$ cat src/hdl/bqc_pkg.sv
// Package for the biquad cascade: FSM state type, MAC control struct and
// coefficient word layout. Used by bqc_mac, biquad_cascade_df2t_gain and the testbench.
// No dependencies.
package bqc_pkg;

    // Coefficient words of one section, stored at stage*6 + word.
    localparam int             WORDS_PER_STAGE = 6;
    localparam logic [2:0]     W_B0   = 3'd0;
    localparam logic [2:0]     W_B1   = 3'd1;
    localparam logic [2:0]     W_B2   = 3'd2;
    localparam logic [2:0]     W_A1   = 3'd3;
    localparam logic [2:0]     W_A2   = 3'd4;
    localparam logic [2:0]     W_GAIN = 3'd5;

    // Configuration register indexes.
    localparam logic           CFG_NUM_STAGES  = 1'b0;
    localparam logic           CFG_GAIN_ENABLE = 1'b1;

    // Operation codes of an input transaction.
    localparam logic           OP_FILTER = 1'b0;
    localparam logic           OP_COEF   = 1'b1;

    // Each product is rounded to nearest, dropping this many fraction bits.
    localparam int             PSHIFT = 12;

    typedef enum logic [3:0] {
        S_IDLE,
        S_FETCH,
        S_MUL_B0,
        S_ACC_B0,
        S_ACC_B1,
        S_MUL_A1,
        S_ACC_A1,
        S_WR_D1,
        S_ACC_A2,
        S_WR_D2,
        S_EMIT
    } t_state;

    typedef enum logic [1:0] {
        ACC_HOLD,
        ACC_LOAD,
        ACC_ADD
    } t_acc_op;

    typedef enum logic [1:0] {
        BASE_ZERO,
        BASE_D1,
        BASE_D2
    } t_base_sel;

    typedef struct packed {
        logic    mul_en;
        logic    mul_use_y;
        t_acc_op acc_op;
        logic    y_en;
    } t_mac_ctrl;

endpackage

$ cat src/hdl/bqc_mac.sv
// Shared multiply-accumulate unit of the biquad cascade: one registered
// multiplier, one accumulator, rounding and saturation of y, delay and gain.
// Depends on bqc_pkg.
module bqc_mac #(
    parameter int SAMPLE_WIDTH = 24,
    parameter int COEF_WIDTH   = 32
) (
    input  logic                                          i_clk,
    input  bqc_pkg::t_mac_ctrl                            i_ctrl,
    input  logic signed [COEF_WIDTH-1:0]                  i_coef,
    input  logic signed [SAMPLE_WIDTH-1:0]                i_x,
    input  logic signed [SAMPLE_WIDTH+COEF_WIDTH-9:0]     i_base,
    output logic signed [SAMPLE_WIDTH-1:0]                o_y,
    output logic                                          o_y_clip,
    output logic signed [SAMPLE_WIDTH+COEF_WIDTH-9:0]     o_d,
    output logic                                          o_d_clip,
    output logic signed [SAMPLE_WIDTH-1:0]                o_g,
    output logic                                          o_g_clip
);
    import bqc_pkg::*;

    localparam int PW  = SAMPLE_WIDTH + COEF_WIDTH;
    localparam int RPW = PW - PSHIFT;
    localparam int DW  = SAMPLE_WIDTH + COEF_WIDTH - 8;
    localparam int AW  = DW + 2;
    localparam int YS  = COEF_WIDTH - 15;
    localparam int GS  = COEF_WIDTH - 3;
    localparam int YW  = AW - YS;
    localparam int GW  = PW - GS;

    localparam logic signed [PW-1:0] P_HALF = {{(PW-1){1'b0}}, 1'b1} << (PSHIFT - 1);
    localparam logic signed [AW-1:0] Y_HALF = {{(AW-1){1'b0}}, 1'b1} << (YS - 1);
    localparam logic signed [PW-1:0] G_HALF = {{(PW-1){1'b0}}, 1'b1} << (GS - 1);

    localparam logic signed [SAMPLE_WIDTH-1:0] S_MAX = {1'b0, {(SAMPLE_WIDTH-1){1'b1}}};
    localparam logic signed [SAMPLE_WIDTH-1:0] S_MIN = {1'b1, {(SAMPLE_WIDTH-1){1'b0}}};
    localparam logic signed [DW-1:0]           D_MAX = {1'b0, {(DW-1){1'b1}}};
    localparam logic signed [DW-1:0]           D_MIN = {1'b1, {(DW-1){1'b0}}};

    logic signed [PW-1:0]           r_prod;
    logic signed [AW-1:0]           r_acc;
    logic signed [SAMPLE_WIDTH-1:0] r_y;

    logic signed [SAMPLE_WIDTH-1:0] mul_op;
    logic signed [PW-1:0]           prod_half;
    logic signed [RPW-1:0]          prod_rnd;
    logic signed [AW-1:0]           acc_addend;
    logic signed [AW-1:0]           acc_sum;
    logic signed [AW-1:0]           y_half;
    logic signed [YW-1:0]           y_wide;
    logic signed [SAMPLE_WIDTH-1:0] y_sat;
    logic signed [PW-1:0]           g_half;
    logic signed [GW-1:0]           g_wide;

    assign mul_op = i_ctrl.mul_use_y ? r_y : i_x;

    // Product rounded to the delay fraction.
    assign prod_half = r_prod + P_HALF;
    assign prod_rnd  = $signed(prod_half[PW-1:PSHIFT]);

    assign acc_addend = (i_ctrl.acc_op == ACC_ADD) ? r_acc : AW'(i_base);
    assign acc_sum    = acc_addend + AW'(prod_rnd);

    // Section output: round the accumulator to the sample format and clip.
    assign y_half = r_acc + Y_HALF;
    assign y_wide = $signed(y_half[AW-1:YS]);
    always_comb begin
        o_y_clip = !((&y_wide[YW-1:SAMPLE_WIDTH-1]) || !(|y_wide[YW-1:SAMPLE_WIDTH-1]));
        if (o_y_clip) begin
            y_sat = y_wide[YW-1] ? S_MIN : S_MAX;
        end else begin
            y_sat = y_wide[SAMPLE_WIDTH-1:0];
        end
    end

    // Delay value: clip the accumulator to the state width.
    always_comb begin
        o_d_clip = !((&r_acc[AW-1:DW-1]) || !(|r_acc[AW-1:DW-1]));
        if (o_d_clip) begin
            o_d = r_acc[AW-1] ? D_MIN : D_MAX;
        end else begin
            o_d = r_acc[DW-1:0];
        end
    end

    // Gain product back to the sample format.
    assign g_half = r_prod + G_HALF;
    assign g_wide = $signed(g_half[PW-1:GS]);
    always_comb begin
        o_g_clip = !((&g_wide[GW-1:SAMPLE_WIDTH-1]) || !(|g_wide[GW-1:SAMPLE_WIDTH-1]));
        if (o_g_clip) begin
            o_g = g_wide[GW-1] ? S_MIN : S_MAX;
        end else begin
            o_g = g_wide[SAMPLE_WIDTH-1:0];
        end
    end

    assign o_y = r_y;

    always_ff @(posedge i_clk) begin
        if (i_ctrl.mul_en) begin
            r_prod <= PW'(i_coef) * PW'(mul_op);
        end
        if (i_ctrl.acc_op != ACC_HOLD) begin
            r_acc <= acc_sum;
        end
        if (i_ctrl.y_en) begin
            r_y <= y_sat;
        end
    end

endmodule

$ cat config.mk
export PLATFORM = sky130hd
export DESIGN_NAME = bqc_mac
export DESIGN_NICKNAME = d
export VERILOG_FILES = /design/src/hdl/bqc_pkg.sv /design/src/hdl/bqc_mac.sv
export SDC_FILE = /design/constraint.sdc
export NUM_CORES = 2
export LEC_CHECK = 0
export BUFFER_PORTS_ARGS = -buffer_cell sky130_fd_sc_hd__buf_2
export CAP_MARGIN = 20
export CORE_MARGIN = 3
export CORE_UTILIZATION = 60
export CTS_CLUSTER_SIZE = 14
export DETAILED_ROUTE_END_ITERATION = 8
export PLACE_DENSITY = 0.79
export SLEW_MARGIN = 20
export SYNTH_ARGS = -nofsm -noshare
export SYNTH_HDL_FRONTEND = slang
export SYNTH_SLANG_ARGS = --single-unit
$ cat constraint.sdc
create_clock -name i_clk -period 17 [get_ports i_clk]
set_input_delay 2.55 -clock i_clk [delete_from_list [all_inputs] [get_ports i_clk]]
set_output_delay 2.55 -clock i_clk [all_outputs]
set_load 0.01 [all_outputs]
==> results.py <==
metrics = {
    "run_status": {
        "outcome": "finished, final reports clean",
    },
    "floorplan": {
        "die_area_mm2": 0.0633,
        "fp.coreArea_mm2": 0.0594,
        "dieHeight_um": 252,
        "core.rowCount": 89,
        "boundaryPins": 209,
        "die_w_um": 252,
        "initial_core_util_pct": 61.0,
    },
    "grt": {
        "grt_pass1_wl_mm": 154,
        "grt_max_degree": 54,
        "grt.total_usage_pct": 31.0,
        "antenna_found_initial": 0,
        "grt.overflow.total": 0,
        "grt_pass1_vias": 29200,
    },
    "min_path": {
        "min-delay-start": "r_acc[0]",
        "hold-path-cell-count": 2,
        "min_path_type": "reg -> reg",
    },
    "route": {
        "drc_errors": 0,
        "via_count": 27600,
        "drtIter0Drc": 2245,
        "drt_wl_total_mm": 95.7,
        "ant_nets": 0,
        "post_drt_wl_per_cell_um": 20.1,
        "vias_per_cell": 5.80,
        "first_pass_iters": 6,
    },
    "critical_path": {
        "required_ns": 17.17,
        "ff2ff_setup_slack_ns": 8.55,
        "critical_path_arrival_ns": 11.09,
        "endpoint": "r_prod[55]",
        "r2r_cells": 26,
        "critPathLaunchType": "input pin",
        "startpoint": "i_ctrl[3]",
        "end_kind": "register",
        "reg2reg_from": "o_y[0]",
        "rr_endpoint": "r_prod[55]",
        "critical_path_class": "in -> reg",
        "cp_max_fo": 31,
    },
    "sta": {
        "rsz0062_at_grt": "false",
        "worst_slew_pin_slew_ns": 1.00,
        "skew_ns": 0.0127,
        "whs_ns": 0.719,
        "fmax_mhz": 91.6,
        "fin_crit_ns": 10.92,
        "final_hold_viol_count": 0,
        "slew_headroom_pct": 33.3,
        "period_share_pct": 64.2,
        "final_max_slew_viol_count": 0,
        "setup_viol": 0,
        "layout_setup_ws_ns": 6.08,
        "setup_tns_ns": 0,
    },
    "cts": {
        "cts-resized-gates": 0,
        "cts_buffers": 17,
        "cts_hold_buffers": 0,
        "cts_tree": "built",
        "clk_latency_ns": 0.44,
        "htreeDepth": 4,
        "clkSinkCount": 119,
        "cts.path.max_buffers": 2,
        "clk_pin_slew_ns": 0.07,
        "cts_setup_buffers": 0,
        "cts_root_buf": "clkbuf_16",
    },
    "layout": {
        "utilization_pct": 64.6,
        "syn_to_final_growth_pct": 5.89,
        "final_nets": 5058,
        "layout-drive-gt1-share_pct": 8.99,
    },
    "synth": {
        "ys_ff_latch": 119,
        "synthCells": 3913,
        "synth.top_cells.by_count": "783 x fa_1, 783 x inv_1, 460 x nand2_1",
        "synthArstFlopShare_pct": 0,
        "synth_largest_area_cell": "fa_1",
        "synth_edf_count": 119,
        "synth_area_mm2": 0.0362,
        "synthesis.nets": 5004,
        "synthFlopType": "edfxtp_1",
        "yosys-top-cells-area": "fa_1 43%, edfxtp_1 9.9%, inv_1 8.1%",
        "synth-seq-area-share_pct": 9.87,
        "synth-warning-count": 0,
        "synth_area_per_cell_um2": 9.25,
        "synth_top_cell_area_share_pct": 43.3,
        "netlist-cell-type-count": 75,
    },
    "run": {
        "maxCapViolCount": 0,
    },
    "placement": {
        "portBuffers": 208,
        "place_hpwl_mm": 75.9,
        "place_ws_ns": 5.67,
        "place.gp.congestion": 0.951,
    },
}
## per-stage QoR
step	instances	cell area, um^2
after floorplan	3913	36200
after global placement	4720	37700
after detailed placement	4720	37700
after CTS	4752	38300
after global routing	4753	38300
final	4757	38300
## final cells by class
cell class	instances	area (um^2)
multi-input combinational	2823	29100
clock inverter	15	175
inverter	783	2940
sequential	119	3570
timing repair buffer	223	1170
antenna	4	10.0
clock buffer	17	425
tap	773	967
fill	4756	21000
## registers in the layout, summed over array words and instances, names as in the netlist
signal  cells
r_acc      50
r_prod     45
o_y        24
## worst min path at each step
stage,slack [ns],end
after floorplan,0.65,o_y[19]
after global placement,0.71,r_acc[0]
after detailed placement,0.70,r_acc[0]
after CTS,0.71,r_acc[0]
after global routing,0.74,r_acc[0]
final,0.72,r_acc[0]
## cell usage in the layout, fill, tap and decap left out, types with 29 or more instances in the layout
cell type	instances
mux2_2	65
nor2b_1	180
o21ai_0	48
ha_1	198
fa_1	783
a21oi_1	89
nor2_1	200
inv_1	783
a21o_1	64
xnor2_1	116
o21a_1	29
and2_1	198
buf_2	208
edfxtp_1	119
xor2_1	76
nand3_1	60
nand2_1	460
## metal layers
layer / wire [um] / share of wire [%] / vias up / global-route usage [%]
met5: 0 / 0 / - / 0
met4: 5020 / 5.2 / 0 / 14.2
met3: 7480 / 7.8 / 318 / 5.00
met2: 48200 / 50 / 1294 / 54.2
met1: 34900 / 36 / 14000 / 38.0
li1: - / - / 12000 / -
## cells by family (layout without fill, tap and decap cells)
group           Yosys count  after routing  share of synthesized area [%]
other cells               0              4                              0
fa+ha+maj               981            981                           50.2
buf+inv                 971           1038                           10.1
mux                      76             76                           2.33
flops                   119            119                           9.87
xor+xnor                192            192                           4.65
simple gates           1250           1250                           17.0
compound gates          324            324                           5.92
## worst max-delay path, stage by stage
cell and delay, ns:
buf_2 0.62, mux2i_4 0.34, buf_4 0.38, nand2b_1 0.21
inv_1 0.11, fa_1 0.63, fa_1 0.74, inv_1 0.23
fa_1 0.52, inv_1 0.05, fa_1 0.48, fa_1 0.50
fa_1 0.50, inv_1 0.06, fa_1 0.47, inv_1 0.04
ha_1 0.35, and3_1 0.19, and3_1 0.19, and2_1 0.17
and3_1 0.26, o21ai_1 0.25, and2_4 0.25, o31ai_2 0.39
a221o_1 0.28, mux2i_1 0.20, nand4_1 0.09
Power is not shown: default switching activity piles up to over one toggle a cycle in this logic, so the estimate is an artifact.
